--- config.mk ---
export PLATFORM = sky130hd
export DESIGN_NAME = srs_ram
export DESIGN_NICKNAME = d
export VERILOG_FILES = /design/src/rtl/srs_ram.sv
export SDC_FILE = /design/constraint.sdc
export NUM_CORES = 1
export LEC_CHECK = 0
export ABC_AREA = 1
export BUFFER_PORTS_ARGS = -buffer_cell sky130_fd_sc_hd__buf_2
export CORE_MARGIN = 2
export CORE_UTILIZATION = 50
export CTS_BUF_LIST = sky130_fd_sc_hd__clkbuf_2
export DETAILED_ROUTE_END_ITERATION = 10
export GPL_TIMING_DRIVEN = 1
export PLACE_DENSITY_LB_ADDON = 0.08
export SYNTH_ARGS = -nofsm -noshare
export SYNTH_HDL_FRONTEND = slang
export SYNTH_SLANG_ARGS = --single-unit
--- constraint.sdc ---
create_clock -name clock -period 1.8 [get_ports clock]
set_input_delay 0.36 -clock clock [delete_from_list [all_inputs] [get_ports clock]]
set_output_delay 0.36 -clock clock [all_outputs]
set_load 0.02 [all_outputs]
--- src/rtl/srs_ram.sv ---
// Generic single-write, single-read RAM with registered read data.
// No dependencies.
module srs_ram #(
   parameter int WIDTH = 6,
   parameter int DEPTH = 256
) (
   input  logic                     clock,
   input  logic                     wr_en,
   input  logic [$clog2(DEPTH)-1:0] wr_addr,
   input  logic [WIDTH-1:0]         wr_data,
   input  logic [$clog2(DEPTH)-1:0] rd_addr,
   output logic [WIDTH-1:0]         rd_data
);

   logic [WIDTH-1:0] mem_ff [DEPTH];
   logic [WIDTH-1:0] rd_data_ff;

   // write one entry, read one entry
   always_ff @(posedge clock) begin
      if (wr_en) begin
         mem_ff[wr_addr] <= wr_data;
      end
      rd_data_ff <= mem_ff[rd_addr];
   end

   assign rd_data = rd_data_ff;

endmodule

==> results.md, run 1 <==
- Logic pwr share: 8.3%
- Die area: 129,000 µm²
- CP max FO: 1
- Top_reg_cell synth: edfxtp_1
- Synth top area share: 73.0%
- Vias in the first global route: 43,700
- Crit-path slowest cell: dfxtp_4
- Outcome: complete, but fails checks
- Maxcap violations: 0
- Peak Freq: 380 MHz
- Clock latency on the worst-skew pair: 1760 ps
- Ys async rst share: 0%
- CP Capture Type: primary output
- Clk slew on worst S/H paths: 110 ps
- Vias: 44,700
- Worst Max-Slew Pin Slew: 1190 ps
- R2r endpoint: rd_data[0]
- Crit path max-delay family: flip-flops
- Initial antenna violation count: 3
- Iter 0 DRT Violations: 4,825
- Leakage power: 27.9 nW
- GR peak layer: met2
- Rel. slew slack: 20.6%
- Die width: 359 µm
- H-tree depth: 5
- Register area share after synthesis: 73.2%
- Syn_nets: 5,410
- Seq pwr share: 58.5%
- Maximum vdd drop: 0.671 mV
- Buf/Inv on CP: 1
- Crit path DAT: 2270 ps
- DPL Wire Length: 116,000 µm
- Core area: 125,000 µm²
- Layout Utilization: 59.1%
- Port-buffer cells: 29
- Final Hold Viols: 0
- Final Wtd Congestion: 0.885
- Drt pass-1 iters: 6
- P_int: 50.0 mW
- EDFF count, synth: 1,536
- CTS root buf: clkbuf_2
- Final setup fails: 18
- CP Depth: 1
- Synth area leaders: edfxtp_1 73%, nand3_1 12%, nand2_1 9.9%
- Initial Util: 50.4%
- Setup CP Type: reg -> out
- Crit path from: rd_data[3]
- HP Class: in -> reg
- Clock tree from TritonCTS: done
- Grt met1 use: 39.2%
- Largest net degree at the start of global routing: 76
- Final worst slack: -831 ps
- Tot GR Track Use: 28.2%
- DR vias/cell: 5.56
- Met2 global-route usage: 43.7%
- First-pass GRT wire length: 273,000 µm
- IO Pins: 30
- R2r startpoint: mem_ff[90][0]
- Critical Path, Cell by Cell: buf_6
- Area leader, netlist: edfxtp_1
- CP max stage delay: 380 ps
- Fin. max-slew vios: 0
- Pwr Total: 67.7 mW
- Overflow left after global routing: 0
- Total Wirelength: 183,000 µm
- Final Critical Period: 2630 ps
- Most common cell in the netlist: nand2_1
- Yosys warning total: 0
- CP endpoint: rd_data[3]
- Area grow syn2layout: 17.4%
- Avg Cell Area, Syn: 11.7 µm²
- #FFs+latches synth: 1,542
- Total clock sinks: 1,542
- Critical Path RT: 1440 ps
- Worst Clk Skew: 165 ps
- Setup TNS: -5060 ps
- Min Hold Slack: 103 ps
- DP Worst Slack: -911 ps
- Top cells by count, synth: 1,673 x nand2_1, 1,536 x edfxtp_1, 1,479 x nand3_1
- Post-Synthesis Cells: 5,386
- Setup slack, reg-to-reg: 110 ps
- R2R cell count: 10
- Post-Synthesis Cell Area: 63,200 µm²
- DR DRC count: 0
- Final period util: 146%
- Synth unique cells: 14
- Clk buf depth: 4
- Die height: 359 µm
- Share of post-route cells with drive strength above 1: 20.4%
- Final net count: 6,151
- Net Sw Frac: 26.2%
- Violated checks: negative setup slack
- PwrDens: 913 nW/µm²
- Met3 usage: 6.24%
- Routed WL per cell: 22.7 µm
- FP Rows: 130
- Net Sw Power: 17.7 mW
- RSZ-0062 raised after global routing: yes
- Final ANT Viol Nets: 0
- Startpoint class of the critical path: register
- Total CTS buffers: 399
- Clk pwr share: 33.2%
-- layout by cell type, fill, tap and decap left out --
cell type and instances:
buf_12 145, buf_16 3, buf_2 11, buf_4 480, buf_6 11, buf_8 8
bufinv_16 1, clkbuf_16 2, clkbuf_2 589, clkbuf_4 1, clkinv_1 68, clkinv_2 7
clkinv_4 1, dfxtp_2 2, dfxtp_4 4, diode_2 6, dlygate4sd3_1 49, edfxtp_1 1536
inv_1 33, inv_2 9, inv_4 1, inv_8 1, nand2_1 1661, nand2_2 9
nand2_4 3, nand3_1 1466, nand3_2 10, nand3_4 3, nor2_1 281, nor2_2 1
nor2_4 1
-- flip-flops by register name, indices dropped and copies added (netlist names) --
register	flops
rd_data	6
mem_ff	1536
-- logic make-up (layout without fill, tap and decap cells) --
group	after synthesis	after routing	share of synthesized area, %
AND/OR/NAND/NOR	3435	3435	23.3
flip-flops	1542	1542	73.2
buffers and inverters	409	1420	3.43
other	0	6	0
-- tightest hold or removal path, cell delays in order --
cell	delay, ps
dlygate4sd3_1	530
buf_4	190
buf_12	180
nand3_1	120
nand3_1	70
nand2_1	60
nand2_1	50
nand3_1	70
nand3_1	60
nand2_1	70
-- what timing repair did --
| item | in CTS | in global routing |
|---|---|---|
| hold endpoints to repair | 3078 | 942 |
| endpoints found under the setup margin | 10 | 270 |
| gates cloned | 0 | 2 |
| setup buffers | 0 | 2 |
| hold buffers | 61 | 3 |
| gates resized for setup | 25 | 39 |
| pin swaps | 0 | 4 |
-- worst min path at each step --
stage / startpoint / to / slack (ps) / cells after the start
2_1_floorplan: wr_data[0] / mem_ff[0][0] / 460 / 0
3_3_place_gp: wr_data[1] / mem_ff[93][1] / 720 / 1
3_5_place_dp: wr_data[1] / mem_ff[93][1] / 720 / 1
4_1_cts: wr_addr[5] / mem_ff[1][0] / 20 / 8
5_1_grt: wr_addr[7] / mem_ff[126][3] / -40 / 7
6_report: rd_addr[3] / rd_data[0] / 100 / 10
-- layer usage --
| metal | vias to the layer above | share of wire (%) | wire length [µm] |
|---|---|---|---|
| li1 | 20700 | - | - |
| met1 | 21800 | 43 | 78100 |
| met2 | 1862 | 46 | 85000 |
| met3 | 319 | 8.0 | 14600 |
| met4 | 0 | 2.9 | 5380 |
| met5 | - | 0 | 0 |
-- metrics by stage --
| step | std cells | cell area [µm²] |
|---|---|---|
| after global placement | 7320 | 70000 |
| after detailed placement | 7320 | 70000 |
| after global routing | 8053 | 74100 |
| after CTS | 8052 | 73900 |
| after floorplan | 5386 | 63200 |
| final | 8053 | 74100 |
-- power groups by stage --
stage	Combinational, mW	Sequential (mW)	Clock (mW)
after floorplan	2.53	40.4	0
after global placement	5.36	40.4	0
after detailed placement	5.38	40.4	0
after CTS	5.55	39.5	23.1
after global routing	6.05	39.6	24.9
final	5.63	39.5	22.5
-- area by class of cell --
class	count	area [µm²]
tap	1650	2060
fill	10400	51300
sequential	1542	46300
antenna	6	15.0
clock buffer	589	2950
clock inverter	82	317
inverter	39	188
timing repair buffer	710	7440
multi-input combinational	3435	14900
No activity file was read; power rests on OpenSTA's default activity.
==> inputs of run 2 (changes only) <==
Settings changed: CORE_ASPECT_RATIO set to 1.2.
==> run 2 against run 1 <==
The run still ends with negative setup slack left. Non-clock buffer count up 40. Largest cell class unchanged. Sequential cell count did not move. Critical path depth is the same. Clock skew increased by 3.9 ps. Total power fell by 0.87%. Combinational power decreased by 0.7%. Worst hold slack improved by 36 ps.
==> results.md, run 2 (same netlist as run 1, synthesis figures left out) <==
- Outcome: complete, but fails checks (unchanged)
- Violated checks: negative setup slack (unchanged)
- Initial Util: 50.5% (was 50.4%)
- Die width: 328 µm (was 359 µm)
- Final setup fails: 7 (was 18)
- Final Critical Period: 2620 ps (was 2630 ps)
- Total clock sinks: 1,542 (unchanged)
- Leading cell types in the layout, fill and taps excluded: 1,673 x nand2_1, 1,536 x edfxtp_1, 1,474 x nand3_1 (was 1,661 x nand2_1, 1,536 x edfxtp_1, 1,466 x nand3_1)
- CP Capture Type: primary output (unchanged)
- FP Rows: 142 (was 130)
- Final period util: 145% (was 146%)
- Die height: 393 µm (was 359 µm)
- Fin. max-slew vios: 0 (unchanged)
- Commonest non-fill, non-tap cell in the layout: nand2_1 (unchanged)
- RSZ-0062 raised after global routing: yes (unchanged)
- H-tree depth: 5 (unchanged)
- IO Pins: 30 (unchanged)
- Buf/Inv on CP: 1 (unchanged)
- CP max FO: 1 (unchanged)
- CP max stage delay: 390 ps (was 380 ps)
- Pwr Total: 67.1 mW (was 67.7 mW)
- Iter 0 DRT Violations: 4,263 (was 4,825)
- Clk slew on worst S/H paths: 100 ps (was 110 ps)
- Startpoint class of the critical path: register (unchanged)
- Depth of the worst hold-timing path: 9 (was 10)
- Layout Utilization: 59.2% (was 59.1%)
- First-pass GRT wire length: 275,000 µm (was 273,000 µm)
- Final net count: 6,177 (was 6,151)
- Crit-path slowest cell: dfxtp_4 (unchanged)
- Vias in the first global route: 44,500 (was 43,700)
- Largest net degree at the start of global routing: 78 (was 76)
- Clock latency on the worst-skew pair: 1740 ps (was 1760 ps)
- Total CTS buffers: 385 (was 399)
- Final ANT Viol Nets: 0 (unchanged)
- HP Class: in -> reg (unchanged)
- Crit path max-delay family: flip-flops (unchanged)
- Setup CP Type: reg -> out (unchanged)
- PwrDens: 906 nW/µm² (was 913 nW/µm²)
- Critical Path, Cell by Cell: buf_6 (unchanged)
- Clk buf depth: 4 (unchanged)
- Port-buffer cells: 29 (unchanged)
- Core area: 125,000 µm² (about the same)
- Initial antenna violation count: 4 (was 3)
- Critical Path RT: 1440 ps (about the same)
- Maximum vdd drop: 0.611 mV (was 0.671 mV)
- Biggest register: mem_ff (unchanged)
- Clock tree from TritonCTS: done (unchanged)
- Vias: 44,700 (about the same)
- Routed WL per cell: 23.0 µm (was 22.7 µm)
- DR vias/cell: 5.55 (was 5.56)
- R2R cell count: 10 (unchanged)
- Area grow syn2layout: 17.2% (was 17.4%)
- Die area: 129,000 µm² (about the same)
- Rel. slew slack: 21.1% (was 20.6%)
- Final Wtd Congestion: 0.866 (was 0.885)
- Leakage power: 27.9 nW (about the same)
- DPL Wire Length: 117,000 µm (was 116,000 µm)
- CP Depth: 1 (unchanged)
- Number of flip-flops in the largest register: 1,536 (unchanged)
- Total Wirelength: 185,000 µm (was 183,000 µm)
- Share of post-route cells with drive strength above 1: 20.0% (was 20.4%)
- Maxcap violations: 0 (unchanged)
- Tot GR Track Use: 28.7% (was 28.2%)
- Overflow left after global routing: 0 (unchanged)
- Peak Freq: 382 MHz (was 380 MHz)
- Drt pass-1 iters: 5 (was 6)
- Final worst slack: -817 ps (was -831 ps)
- Crit path DAT: 2260 ps (was 2270 ps)
- Worst Max-Slew Pin Slew: 1180 ps (was 1190 ps)
- CTS root buf: clkbuf_2 (unchanged)
- DP Worst Slack: -856 ps (was -911 ps)
- DR DRC count: 0 (unchanged)
- Worst Clk Skew: 168 ps (was 165 ps)
- Final Hold Viols: 0 (unchanged)
-- run 2: changes by cell type in the layout (fill, tap and decap cells not counted), moves of 9 or more --
| cell | previous run | this run |
|---|---|---|
| nand2_1 | 1661 | 1673 |
| clkbuf_2 | 589 | 533 |
| buf_4 | 480 | 535 |
| clkinv_1 | 68 | 78 |
| buf_12 | 145 | 136 |
| nand2_2 | 9 | 0 |
-- run 2: worst paths after layout --
path / from / end / slack, ps
setup / recovery: rd_data[3] / rd_data[3] / -820
hold / removal: wr_addr[3] / mem_ff[203][2] / 140
setup reg to reg: mem_ff[80][4] / rd_data[4] / 70
hold reg to reg: mem_ff[209][1] / rd_data[1] / 940
-- run 2: cell type report --
cell class,count,area [µm²]
well taps,1656,2070
inverters,39,169
fillers,10400,51100
flip-flops and latches,1542,46300
clock inverters,101,480
multi-input cells,3435,14800
repair buffers,750,7570
diodes,1,2.50
clock buffers,533,2670
-- run 2: stage by stage --
| step | setup TNS (ps) | hold slack [ps] | instances | cell area [µm²] |
|---|---|---|---|---|
| final | -4880 | 140 | 8057 | 74000 |
| after CTS | -12370 | 5.61 | 8057 | 74000 |
| after floorplan | 0 | 459 | 5386 | 63200 |
| after global placement | -17540 | 727 | 7368 | 70100 |
| after global routing | -5650 | 29.6 | 8057 | 74000 |
| after detailed placement | -15570 | 725 | 7368 | 70100 |
-- run 2: metal layers --
metal,routed length [µm],global-route usage [%]
met4,5760,10.7
met2,90200,46.7
met1,75800,38.4
met3,13700,5.39
met5,13,0
-- run 2: repair_timing --
| item | in CTS | in global routing |
|---|---|---|
| gates resized for setup | 22 | 12 |
| hold buffers | 55 | 2 |
| buffers inserted | 0 | 1 |
| setup endpoints to repair | 8 | 181 |
| pin swaps | 0 | 1 |
| endpoints found under the hold margin | 3078 | 1157 |
-- run 2: power by group --
group          switching [mW]  total, mW  internal, mW
Combinational            3.74       5.59          1.85
Sequential             0.0460       39.6          39.5
Clock                    13.6       21.9          8.32
-- run 2: worst min-delay path, delay by kind of cell --
kind,cells,cell delay (ps)
buf+inv,6,1180
simple gates,3,170
