File: src/rtl/srs_div.sv
// Restoring 64-by-64 unsigned divider, one quotient bit per cycle.
// Depends on nothing; the divisor must be nonzero.
module srs_div (
   input  logic        clock,
   input  logic        reset,
   input  logic        start,
   input  logic [63:0] num,
   input  logic [63:0] den,
   output logic        done,
   output logic [63:0] quot
);

   logic [63:0] rem_ff, quot_ff, den_ff;
   logic [64:0] trial;
   logic [5:0]  cnt_ff;
   logic        busy_ff, done_ff;

   assign trial = {rem_ff, quot_ff[63]} - {1'b0, den_ff};

   always_ff @(posedge clock) begin
      if (reset) begin
         busy_ff <= 1'b0;
         done_ff <= 1'b0;
         cnt_ff  <= 6'd0;
      end else begin
         done_ff <= 1'b0;
         if (start) begin
            busy_ff <= 1'b1;
            cnt_ff  <= 6'd0;
         end else if (busy_ff) begin
            cnt_ff <= cnt_ff + 6'd1;
            if (cnt_ff == 6'd63) begin
               busy_ff <= 1'b0;
               done_ff <= 1'b1;
            end
         end
      end
   end

   // shift in one dividend bit, subtract when it fits
   always_ff @(posedge clock) begin
      if (start) begin
         rem_ff  <= '0;
         quot_ff <= num;
         den_ff  <= den;
      end else if (busy_ff) begin
         if (!trial[64]) begin
            rem_ff  <= trial[63:0];
            quot_ff <= {quot_ff[62:0], 1'b1};
         end else begin
            rem_ff  <= {rem_ff[62:0], quot_ff[63]};
            quot_ff <= {quot_ff[62:0], 1'b0};
         end
      end
   end

   assign done = done_ff;
   assign quot = quot_ff;

endmodule

File: config.mk
export PLATFORM = sky130hd
export DESIGN_NAME = srs_div
export DESIGN_NICKNAME = d
export VERILOG_FILES = /design/src/rtl/srs_div.sv
export SDC_FILE = /design/constraint.sdc
export NUM_CORES = 1
export LEC_CHECK = 0
export BUFFER_PORTS_ARGS = -buffer_cell sky130_fd_sc_hd__buf_4
export CORE_AREA = 2 2 155 157
export CTS_CLUSTER_SIZE = 25
export DETAILED_ROUTE_END_ITERATION = 10
export DIE_AREA = 0 0 157 159
export PLACE_DENSITY_LB_ADDON = 0.15
export SLEW_MARGIN = 30
export SYNTH_ARGS = -nofsm -noshare
export SYNTH_HDL_FRONTEND = slang
export SYNTH_SLANG_ARGS = --single-unit
File: constraint.sdc
create_clock -name clock -period 3 [get_ports clock]
set_clock_uncertainty 0.1 [all_clocks]
set_input_delay 0.75 -clock clock [delete_from_list [all_inputs] [get_ports clock]]
set_output_delay 0.75 -clock clock [all_outputs]
set_load 0.01 [all_outputs]
==> flow_metrics.py, run 1 <==
metrics = {
    "outcome": {
        "status": "finished, violations left",
        "violations": "negative setup slack",
    },
    "timing": {
        "max_clock_freq_mhz": 311,
        "post-route-worst-setup-slack_ns": -0.214,
        "finalSetupViolCount": 64,
        "final-max-slew-violation-count": 0,
        "finalSetupTns_ns": -8.08,
        "max-slew-margin-rel": 0.316,
        "min_period_over_period": 1.07,
        "grt_setup_unrepaired": "yes",
        "final.min_clock_period_ns": 3.21,
        "hold_viol": 0,
        "max_slew.worst_pin.slew_ns": 1.03,
    },
    "pwr": {
        "design_power_total_mw": 8.28,
        "cellPowerDensity_nw_per_um2": 508,
        "p_leak_nw": 7.00,
        "vdd_ir_drop_max_uv": 385,
    },
    "layout": {
        "number_of_inserted_diodes": 0,
        "post_route_cells_drive_above_1_share": 0.374,
        "finalCoreUtilization": 0.704,
        "flow.area_growth_from_synthesis_pct": 37.0,
        "final_area_um2": 16300,
        "design.final.nets": 1773,
    },
    "synthesis": {
        "xor_xnor_share_of_the_synthesized_area": 0.0449,
        "synth_compound_area_frac": 0.178,
        "synth_top_cells_by_area": "sky130_fd_sc_hd__edfxtp_1, sky130_fd_sc_hd__dfxtp_1, sky130_fd_sc_hd__ha_1",
        "leading_register_cell_type_out_of_synthesis": "sky130_fd_sc_hd__edfxtp_1",
        "postSynthNetCount": 1415,
        "count_of_cell_types_in_the_netlist": 62,
        "yosys_warnings": 0,
        "synth_top_family_by_area": "compound AO/OA/AOI/OAI gates",
        "yosys-top-cells-count": "sky130_fd_sc_hd__edfxtp_1, sky130_fd_sc_hd__nor2_1, sky130_fd_sc_hd__a21oi_1",
        "syn_area_um2": 11900,
        "post_synth_fa_ha_maj_area_fraction": 0.0700,
        "synth-edff-count": 128,
        "yosys.area.top_type_share": 0.323,
        "post_synthesis_share_of_cell_area_spent_on_and_or_nand_and_nor_gates": 0.113,
        "yosys.cell_count.top_type": "sky130_fd_sc_hd__edfxtp_1",
        "syn_avg_cell_area_um2": 9.78,
        "synth_mux_area_frac": 0.0960,
        "synth-seq-area-share": 0.444,
        "ys_async_sr_fraction": 0,
        "synthCells": 1218,
        "netlist.top_cell.by_area": "sky130_fd_sc_hd__edfxtp_1",
        "postSynthRegisterBits": 200,
    },
    "die": {
        "floorplan.die_area_um2": 25000,
        "initial_utilization": 0.514,
        "floorplan.die.height_um": 159,
        "placeableCoreArea_um2": 23200,
        "io_pins": 196,
        "cell_row_count": 56,
        "die_w_um": 157,
    },
    "global_route": {
        "grt_first_pass_wirelength_mm": 52.0,
        "grt_pass1_vias": 10500,
        "grt_antenna_before_repair": 0,
        "grt_use_total": 0.259,
        "largest_net_degree_at_the_start_of_global_routing": 92,
        "grt_overflow_total": 0,
    },
    "setup_path": {
        "cp_data_required_time_ns": 3.27,
        "regToRegStartpoint": "den_ff[0]",
        "crit_fanout": 6,
        "setup.worst_path.class": "flop to flop",
        "crit_path_start": "den_ff[0]",
        "timing.critical_path.arrival_ns": 3.49,
        "cp-end-kind": "flop",
        "worstSetupStartpointType": "flop",
    },
    "clocking": {
        "cts_inserted_buffers": 17,
        "clock_path_buffers": 2,
        "cts_htree_levels": 4,
        "cts_tree": "done",
        "cts.clk_slew.worst_paths_ns": 0.10,
        "number_of_hold_repair_buffers_added_at_the_cts_stage": 0,
        "clock_insertion_delay_worst_skew_ns": 0.46,
        "clock-sinks": 200,
        "clock-root-buffer": "sky130_fd_sc_hd__clkbuf_16",
    },
    "placed_design": {
        "port-buffer-count": 195,
        "dp_hpwl_mm": 23.7,
        "placed_area_um2": 15000,
        "routabilityCongestion": 0.933,
    },
    "drt": {
        "routed_wirelength_mm": 32.3,
        "avgRoutedWirePerCell_um": 16.9,
        "route.detailed.drc": 0,
        "drt_pre_antenna_iters": 5,
        "routed_via_density": 5.46,
        "ant_nets": 0,
        "drt_first_iter_violations": 640,
        "vias": 10400,
    },
    "min_path": {
        "holdCritPathClass": "input port to flop",
        "hold_path_startpoint": "den[4]",
    },
    "flow_run": {
        "max_cap_violations": 0,
    },
}
==> path summary, 6_finish.rpt <==
path | end | slack [ns] | depth (start not counted)
setup / recovery | rem_ff[44] | -0.21 | 12
hold / removal | den_ff[4] | 0.36 | 1
setup reg to reg | rem_ff[44] | -0.21 | 12
hold reg to reg | cnt_ff[5] | 0.39 | 2
==> final cells by class <==
cell class,instances,area (um2)
inverter,89,334
sequential,200,5290
clock buffer,17,425
clock inverter,15,218
tap,319,399
multi-input combinational,857,6420
timing repair buffer,411,3230
fill,1791,6880
==> cells by family after synthesis <==
logic type               Yosys count
XOR/XNOR                          61
buffers and inverters            161
flip-flops                       200
multiplexers                     106
AO/OA/AOI/OAI                    329
adder cells (fa/ha/maj)           66
AND/OR/NAND/NOR                  295
==> per-layer routing <==
metal	global-route usage	part of all wire	vias up
met5	0	0	-
met4	0.0776	0.022	0
met3	0.0689	0.070	59
met2	0.432	0.48	316
met1	0.330	0.43	4895
li1	-	-	5146
==> critical path: stages (launching register included) <==
cell	delay (ns)
sky130_fd_sc_hd__edfxtp_1	0.42
sky130_fd_sc_hd__ha_4	0.19
sky130_fd_sc_hd__fa_2	0.34
sky130_fd_sc_hd__nand2b_4	0.17
sky130_fd_sc_hd__a21oi_2	0.12
sky130_fd_sc_hd__o211ai_1	0.14
sky130_fd_sc_hd__a21oi_2	0.18
sky130_fd_sc_hd__o2111ai_2	0.14
sky130_fd_sc_hd__a21o_1	0.25
sky130_fd_sc_hd__a211o_4	0.38
sky130_fd_sc_hd__buf_4	0.15
sky130_fd_sc_hd__or3_1	0.35
sky130_fd_sc_hd__a311oi_2	0.19
==> where the power goes <==
part / internal [mW] / leakage, nW / switching, mW
clock: 1.18 / 0.305 / 1.32
combinational: 1.23 / 4.83 / 1.24
sequential: 3.19 / 1.86 / 0.132
total: 5.59 / 7.00 / 2.69
==> cell usage in the layout, fill, tap and decap left out, types with 36 or more instances in the layout <==
master                       n
sky130_fd_sc_hd__mux2_2     64
sky130_fd_sc_hd__edfxtp_1  128
sky130_fd_sc_hd__dfxtp_1    71
sky130_fd_sc_hd__inv_1      86
sky130_fd_sc_hd__buf_4     383
sky130_fd_sc_hd__a21oi_1    87
sky130_fd_sc_hd__o21ai_0    36
sky130_fd_sc_hd__nand2_1    72
sky130_fd_sc_hd__a211oi_1   43
sky130_fd_sc_hd__mux2i_1    37
sky130_fd_sc_hd__nor2_1    110
sky130_fd_sc_hd__ha_1       61
sky130_fd_sc_hd__xnor2_1    41
==> flip-flops by register name, indices dropped and copies added, names as in the netlist <==
| signal | count |
|---|---|
| busy_ff | 1 |
| cnt_ff | 6 |
| den_ff | 64 |
| done | 1 |
| quot | 64 |
| rem_ff | 64 |
==> metrics by stage <==
| step | hold slack, ns | std cells | setup WS, ns |
|---|---|---|---|
| 6_report | 0.357 | 1908 | -0.214 |
| 5_1_grt | 0.344 | 1908 | -0.386 |
| 4_1_cts | 0.346 | 1896 | -0.183 |
| 3_5_place_dp | 0.379 | 1852 | -0.393 |
| 3_3_place_gp | 0.369 | 1852 | -0.223 |
| 2_1_floorplan | 0.348 | 1218 | -0.158 |
==> timing repair <==
item | CTS | global route
gates cloned | 1 | 0
setup endpoints to repair | 65 | 65
buffers inserted | 13 | 13
pin swaps | 28 | 20
gates resized for setup | 72 | 41
No activity file was read; power rests on OpenSTA's default activity.
==> run 2: changes to the inputs <==
CORE_AREA = 3 3 148 150   (was 2 2 155 157)
DIE_AREA = 0 0 151 153   (was 0 0 157 159)
clock period = 3.2 ns   (was 3 ns; I/O delays follow)
==> run 2 against run 1 <==
  * The run still ends with negative setup slack left
  * Global-route usage increased by 0.55 points
  * Register-to-register slack better by 0.11 ns
  * Via count is 1.0% lower
  * Flip-flop and latch count did not move
  * Final area decreased by 4.2%
  * Total power shrank 8.7%
  * Clock power is 8.0% lower
  * Sequential share of layout area up 1.4 points
  * Maximum frequency down 2.6%
  * Utilization increased by 4.7 points
  * Routed wire length fell by 1.9%
  * Final cell count is 7.0% lower
  * Critical path type unchanged
  * Largest power group unchanged
==> flow_metrics.py, run 2 (same netlist as run 1, synthesis figures left out) <==
metrics = {
    "timing": {
        "post-route-worst-setup-slack_ns": -0.100,
        "max-slew-margin-rel": 0.434,
        "final.min_clock_period_ns": 3.30,
        "final-max-slew-violation-count": 0,
        "grt_setup_unrepaired": "yes",
        "max_slew.worst_pin.slew_ns": 0.848,
        "min_period_over_period": 1.03,
        "max_clock_freq_mhz": 303,
        "finalSetupViolCount": 22,
        "hold_viol": 0,
    },
    "die": {
        "cell_row_count": 53,
        "floorplan.die.height_um": 153,
        "initial_utilization": 0.572,
        "die_w_um": 151,
        "placeableCoreArea_um2": 20800,
        "floorplan.die_area_um2": 23100,
        "io_pins": 196,
    },
    "drt": {
        "drt_pre_antenna_iters": 7,
        "route.detailed.drc": 0,
        "vias": 10300,
        "avgRoutedWirePerCell_um": 17.9,
        "routed_wirelength_mm": 31.7,
        "routed_via_density": 5.81,
        "drt_first_iter_violations": 850,
        "ant_nets": 0,
    },
    "setup_path": {
        "path_cells": "ha_1 > a21oi_2 > o21a_1 > o221ai_1 > a22oi_1 > o211ai_2 > and2_2 > a211oi_4 > buf_6 > buf_12 > buf_12 > mux2i_1 > a211oi_2",
        "cp_data_required_time_ns": 3.40,
        "critical_path.max_stage_delay_ns": 0.39,
        "cp_num_buf_inv": 3,
        "regToRegSetupSlack_ns": -0.10,
        "reg2reg_to": "rem_ff[39]",
        "reg2reg_depth": 13,
        "most_frequent_cell_on_the_critical_path": "sky130_fd_sc_hd__buf_12",
        "worstSetupStartpointType": "flop",
        "timing.critical_path.slowest_stage_cell": "sky130_fd_sc_hd__ha_1",
        "regToRegStartpoint": "rem_ff[42]",
        "critical-path-top-delay-family": "compound AO/OA/AOI/OAI gates",
        "crit_fanout": 8,
        "timing.critical_path.arrival_ns": 3.50,
        "cp-end-kind": "flop",
        "setup.worst_path.class": "flop to flop",
    },
    "layout": {
        "final_cells": 1775,
        "mostFrequentLayoutCell": "sky130_fd_sc_hd__buf_4",
        "n_fill_cell": 1451,
        "seqCellArea_um2": 5290,
        "layout_common_cells": "sky130_fd_sc_hd__buf_4, sky130_fd_sc_hd__edfxtp_1, sky130_fd_sc_hd__nor2_1",
        "post_route_cells_drive_above_1_share": 0.345,
        "final_area_um2": 15600,
        "design.final.nets": 1684,
        "multi_input_comb_area_um2": 6410,
        "finalCoreUtilization": 0.751,
        "number_of_inserted_diodes": 0,
        "flow.area_growth_from_synthesis_pct": 31.3,
    },
    "placed_design": {
        "placed_area_um2": 14200,
        "dp_slack_ns": -0.138,
        "routabilityCongestion": 0.937,
        "dp_hpwl_mm": 22.6,
        "place.detailed.instances": 1714,
        "port-buffer-count": 195,
    },
    "min_path": {
        "worst_hold_path.endpoint": "cnt_ff[5]",
        "hold_path_startpoint": "cnt_ff[5]",
        "whs_path_depth": 2,
        "holdCritPathClass": "flop to flop",
    },
    "pwr": {
        "p_leak_nw": 6.61,
        "cellPowerDensity_nw_per_um2": 484,
        "design_power_total_mw": 7.56,
        "vdd_ir_drop_max_uv": 448,
    },
    "clocking": {
        "clock_insertion_delay_worst_skew_ns": 0.46,
        "clock-root-buffer": "sky130_fd_sc_hd__clkbuf_16",
        "cts_tree": "done",
        "clock_path_buffers": 2,
        "cts_htree_levels": 4,
        "cts.clk_slew.worst_paths_ns": 0.09,
        "clock-sinks": 200,
        "cts_inserted_buffers": 17,
    },
    "flow_run": {
        "max_cap_violations": 0,
    },
    "outcome": {
        "violations": "negative setup slack",
        "status": "finished, violations left",
    },
    "global_route": {
        "grt_first_pass_wirelength_mm": 49.8,
        "grt_pass1_vias": 10200,
        "largest_net_degree_at_the_start_of_global_routing": 66,
        "grt_overflow_total": 0,
        "grt_use_total": 0.265,
        "grt_antenna_before_repair": 0,
    },
}
-- run 2: routing by layer --
layer  up-vias  share of wire  global-route usage
met5         -              0                   0
met3        76          0.070              0.0658
li1       4965              -                   -
met2       379           0.49               0.438
met1      4887           0.41               0.344
met4         0          0.026              0.0777
-- run 2: final cells by class --
type,instances,area share
Multi-Input combinational cell,857,0.410
Sequential cell,200,0.338
Timing Repair Buffer,322,0.168
Clock buffer,17,0.0272
Tap cell,275,0.0220
Inverter,89,0.0214
Clock inverter,15,0.0134
-- run 2: how the worst max path moves through the flow --
stage / slack, ns / endpoint / cells after the start / from
after CTS: 0.004 / rem_ff[15] / 15 / quot[63]
after global placement: -0.10 / rem_ff[63] / 14 / quot[63]
after global routing: -0.26 / rem_ff[42] / 15 / den_ff[57]
after detailed placement: -0.14 / rem_ff[63] / 14 / quot[63]
final: -0.10 / rem_ff[39] / 13 / rem_ff[42]
after floorplan: 0.003 / rem_ff[26] / 14 / quot[63]
-- run 2: worst reg2reg max path, cell delays in order (launching register included) --
cell	delay (ns)
sky130_fd_sc_hd__dfxtp_1	0.36
sky130_fd_sc_hd__ha_1	0.39
sky130_fd_sc_hd__a21oi_2	0.21
sky130_fd_sc_hd__o21a_1	0.21
sky130_fd_sc_hd__o221ai_1	0.20
sky130_fd_sc_hd__a22oi_1	0.29
sky130_fd_sc_hd__o211ai_2	0.12
sky130_fd_sc_hd__and2_2	0.25
sky130_fd_sc_hd__a211oi_4	0.30
sky130_fd_sc_hd__buf_6	0.17
sky130_fd_sc_hd__buf_12	0.13
sky130_fd_sc_hd__buf_12	0.14
sky130_fd_sc_hd__mux2i_1	0.22
sky130_fd_sc_hd__a211oi_2	0.09
-- run 2: stage by stage --
stage	hold WS, ns	TNS [ns]
floorplan	0.348	0
global placement	0.365	-0.334
detailed placement	0.377	-4.08
CTS	0.386	0
global route	0.381	-8.02
finish	0.388	-1.00
-- run 2: where the power goes --
| part | leakage [nW] | total [mW] | switching (mW) | internal (mW) |
|---|---|---|---|---|
| registers | 1.86 | 3.13 | 0.138 | 2.99 |
| clock network | 0.310 | 2.30 | 1.15 | 1.15 |
| logic | 4.44 | 2.14 | 1.11 | 1.03 |
| total | 6.61 | 7.56 | 2.40 | 5.17 |
-- run 2: repair_timing --
| action | CTS | global route |
|---|---|---|
| gates resized for setup | 23 | 104 |
| endpoints found under the setup margin | 62 | 64 |
| gates cloned | 1 | 2 |
| buffers inserted | 10 | 18 |
| pin swaps | 6 | 56 |
| hold buffers | 0 | 0 |
==> run 3: changes to the inputs <==
ABC_AREA = 1   (was not set)
CORE_AREA = 3 3 162 164   (was 3 3 148 150)
DIE_AREA = 0 0 165 167   (was 0 0 151 153)
==> run 3 against run 2 <==
  * The flow now finishes without violations
  * Non-clock buffer count fell by 111
  * Sequential share of layout area fell by 2.5 points
  * Worst setup slack improved by 0.32 ns
  * Final area rose by 8.0%
==> flow_metrics.py, run 3 <==
metrics = {
    "synthesis": {
        "yosys.cell_count.top_type": "sky130_fd_sc_hd__nand2_1",
        "syn_area_um2": 14400,
        "synth-seq-area-share": 0.367,
        "ys_async_sr_fraction": 0,
        "syn_avg_cell_area_um2": 6.27,
        "postSynthNetCount": 2491,
        "synth_top_cells_by_area": "sky130_fd_sc_hd__nand2_1, sky130_fd_sc_hd__edfxtp_1, sky130_fd_sc_hd__inv_1",
        "yosys_warnings": 0,
        "count_of_cell_types_in_the_netlist": 34,
        "yosys.area.top_type_share": 0.281,
        "synthCells": 2294,
        "yosys-top-cells-count": "sky130_fd_sc_hd__nand2_1, sky130_fd_sc_hd__inv_1, sky130_fd_sc_hd__nand3_1",
        "postSynthRegisterBits": 200,
        "netlist.top_cell.by_area": "sky130_fd_sc_hd__nand2_1",
        "leading_register_cell_type_out_of_synthesis": "sky130_fd_sc_hd__edfxtp_1",
        "synth-edff-count": 128,
    },
    "layout": {
        "mostFrequentLayoutCell": "sky130_fd_sc_hd__nand2_1",
        "post_route_cells_drive_above_1_share": 0.110,
        "design.final.nets": 2680,
        "final_cells": 2826,
        "number_of_inserted_diodes": 0,
        "layout_common_cells": "sky130_fd_sc_hd__nand2_1, sky130_fd_sc_hd__inv_1, sky130_fd_sc_hd__buf_4",
        "flow.area_growth_from_synthesis_pct": 17.3,
    },
    "clocking": {
        "cts_tree": "done",
        "cts_post_setup_buffers_inserted": 0,
        "clock_path_buffers": 2,
        "clock-root-buffer": "sky130_fd_sc_hd__clkbuf_16",
        "cts_inserted_buffers": 17,
        "number_of_hold_repair_buffers_added_at_the_cts_stage": 0,
        "ctsResizeCount": 0,
        "cts_htree_levels": 4,
        "clock_insertion_delay_worst_skew_ns": 0.46,
        "cts.clk_slew.worst_paths_ns": 0.09,
        "clock-sinks": 200,
    },
    "drt": {
        "ant_nets": 0,
        "routed_via_density": 4.99,
        "routed_wirelength_mm": 43.5,
        "drt_pre_antenna_iters": 6,
        "route.detailed.drc": 0,
        "avgRoutedWirePerCell_um": 15.4,
        "vias": 14100,
        "drt_first_iter_violations": 1164,
    },
    "pwr": {
        "design_power_total_mw": 6.25,
        "cellPowerDensity_nw_per_um2": 370,
        "p_leak_nw": 9.71,
        "vdd_ir_drop_max_uv": 265,
    },
    "die": {
        "die_w_um": 165,
        "placeableCoreArea_um2": 25000,
        "floorplan.die.height_um": 167,
        "io_pins": 196,
        "cell_row_count": 58,
        "floorplan.die_area_um2": 27600,
        "initial_utilization": 0.575,
    },
    "timing": {
        "grt_setup_unrepaired": "no",
        "max_clock_freq_mhz": 336,
        "min_period_over_period": 0.931,
        "finalSetupViolCount": 0,
        "final-max-slew-violation-count": 0,
        "final.min_clock_period_ns": 2.98,
        "hold_viol": 0,
        "finalSetupTns_ns": 0,
        "max-slew-margin-rel": 0.470,
        "max_slew.worst_pin.slew_ns": 0.795,
        "hold_ws_ns": 0.377,
    },
    "setup_path": {
        "cp_num_buf_inv": 3,
        "critical-path-top-delay-family": "simple AND/OR/NAND/NOR gates",
        "most_frequent_cell_on_the_critical_path": "sky130_fd_sc_hd__nand2_2",
        "setup.worst_path.class": "flop to flop",
        "crit_fanout": 29,
        "path_cells": "inv_1 > ha_1 > fa_1 > inv_1 > nand2_1 > nand2_1 > nand3_1 > nand2_2 > nand2_1 > nand2_2 > nand2_2 > nand2_2 > nand2_2 > nand2_2 > nand2_4 > nand2_2 > buf_12 > nand2_1 > nand3_1 > nand2_1",
        "critical_path.max_stage_delay_ns": 0.41,
        "worstSetupStartpointType": "flop",
        "timing.critical_path.slowest_stage_cell": "sky130_fd_sc_hd__fa_1",
        "cp_data_required_time_ns": 3.45,
        "cp-end-kind": "flop",
        "timing.critical_path.arrival_ns": 3.23,
    },
    "global_route": {
        "grt_overflow_total": 0,
        "grt_antenna_before_repair": 0,
        "grt_use_total": 0.309,
        "grt_pass1_vias": 13300,
        "grt_first_pass_wirelength_mm": 67.1,
        "largest_net_degree_at_the_start_of_global_routing": 98,
    },
    "min_path": {
        "holdCritPathClass": "flop to flop",
    },
    "placed_design": {
        "dp_hpwl_mm": 33.7,
        "routabilityCongestion": 0.997,
        "port-buffer-count": 195,
        "place.detailed.instances": 2792,
    },
    "flow_run": {
        "max_cap_violations": 0,
    },
    "outcome": {
        "status": "complete, no violations",
    },
}
[run 3: cell families after synthesis]
group,count (synthesis),synth area share
xor gates and xnor gates,31,0.0189
AOI/OAI and AO/OA,74,0.0262
buffers and inverters,547,0.148
and+or+nand+nor,1376,0.382
DFF,200,0.367
adders and majority gates,66,0.0579
[run 3: cell type report]
class / count / area (um2)
Fill cell: 2300 / 8150
Multi-Input combinational cell: 1547 / 6990
Sequential cell: 200 / 5290
Inverter: 506 / 1900
Timing Repair Buffer: 211 / 1670
Clock buffer: 18 / 429
Tap cell: 330 / 413
Clock inverter: 14 / 190
[run 3: per-stage QoR]
step | instance area (um2) | util | setup slack [ns]
5_1_grt | 16900 | 0.674 | 0.00359
2_1_floorplan | 14400 | - | 0.140
6_report | 16900 | 0.674 | 0.220
4_1_cts | 16800 | 0.672 | 0.230
3_3_place_gp | 16200 | 0.648 | 0.396
3_5_place_dp | 16200 | 0.648 | 0.266
[run 3: worst register-to-register path, cell delays in order, from the launching register on]
cell and delay (ns):
sky130_fd_sc_hd__edfxtp_1 0.36, sky130_fd_sc_hd__inv_1 0.06, sky130_fd_sc_hd__ha_1 0.23, sky130_fd_sc_hd__fa_1 0.41, sky130_fd_sc_hd__inv_1 0.11, sky130_fd_sc_hd__nand2_1 0.06, sky130_fd_sc_hd__nand2_1 0.08, sky130_fd_sc_hd__nand3_1 0.09
sky130_fd_sc_hd__nand2_2 0.11, sky130_fd_sc_hd__nand2_1 0.08, sky130_fd_sc_hd__nand2_2 0.11, sky130_fd_sc_hd__nand2_2 0.06, sky130_fd_sc_hd__nand2_2 0.08, sky130_fd_sc_hd__nand2_2 0.09, sky130_fd_sc_hd__nand2_2 0.11, sky130_fd_sc_hd__nand2_4 0.09
sky130_fd_sc_hd__nand2_2 0.15, sky130_fd_sc_hd__buf_12 0.21, sky130_fd_sc_hd__nand2_1 0.14, sky130_fd_sc_hd__nand3_1 0.09, sky130_fd_sc_hd__nand2_1 0.06
[run 3: path summary, 6_finish.rpt]
path	start	to	slack (ns)	cells after the start
min reg2reg	rem_ff[27]	rem_ff[27]	0.38	2
min	rem_ff[27]	rem_ff[27]	0.38	2
max reg2reg	quot[63]	rem_ff[35]	0.22	20
max	quot[63]	rem_ff[35]	0.22	20
[run 3: power breakdown]
group / internal (mW) / switching, mW / total, mW
Combinational: 0.375 / 0.530 / 0.905
Sequential: 2.93 / 0.0785 / 3.00
Clock: 1.14 / 1.20 / 2.35
Total: 4.44 / 1.81 / 6.25
[run 3: layer usage]
layer  wire length [um]  global-route usage  part of all wire  vias to the layer above
met5                  0                   0                 0                        -
met4               1470               0.104             0.034                        0
met3               3320              0.0493             0.076                       80
met2              20000               0.518              0.46                      535
met1              18700               0.404              0.43                     6267
li1                   -                   -                 -                     7215
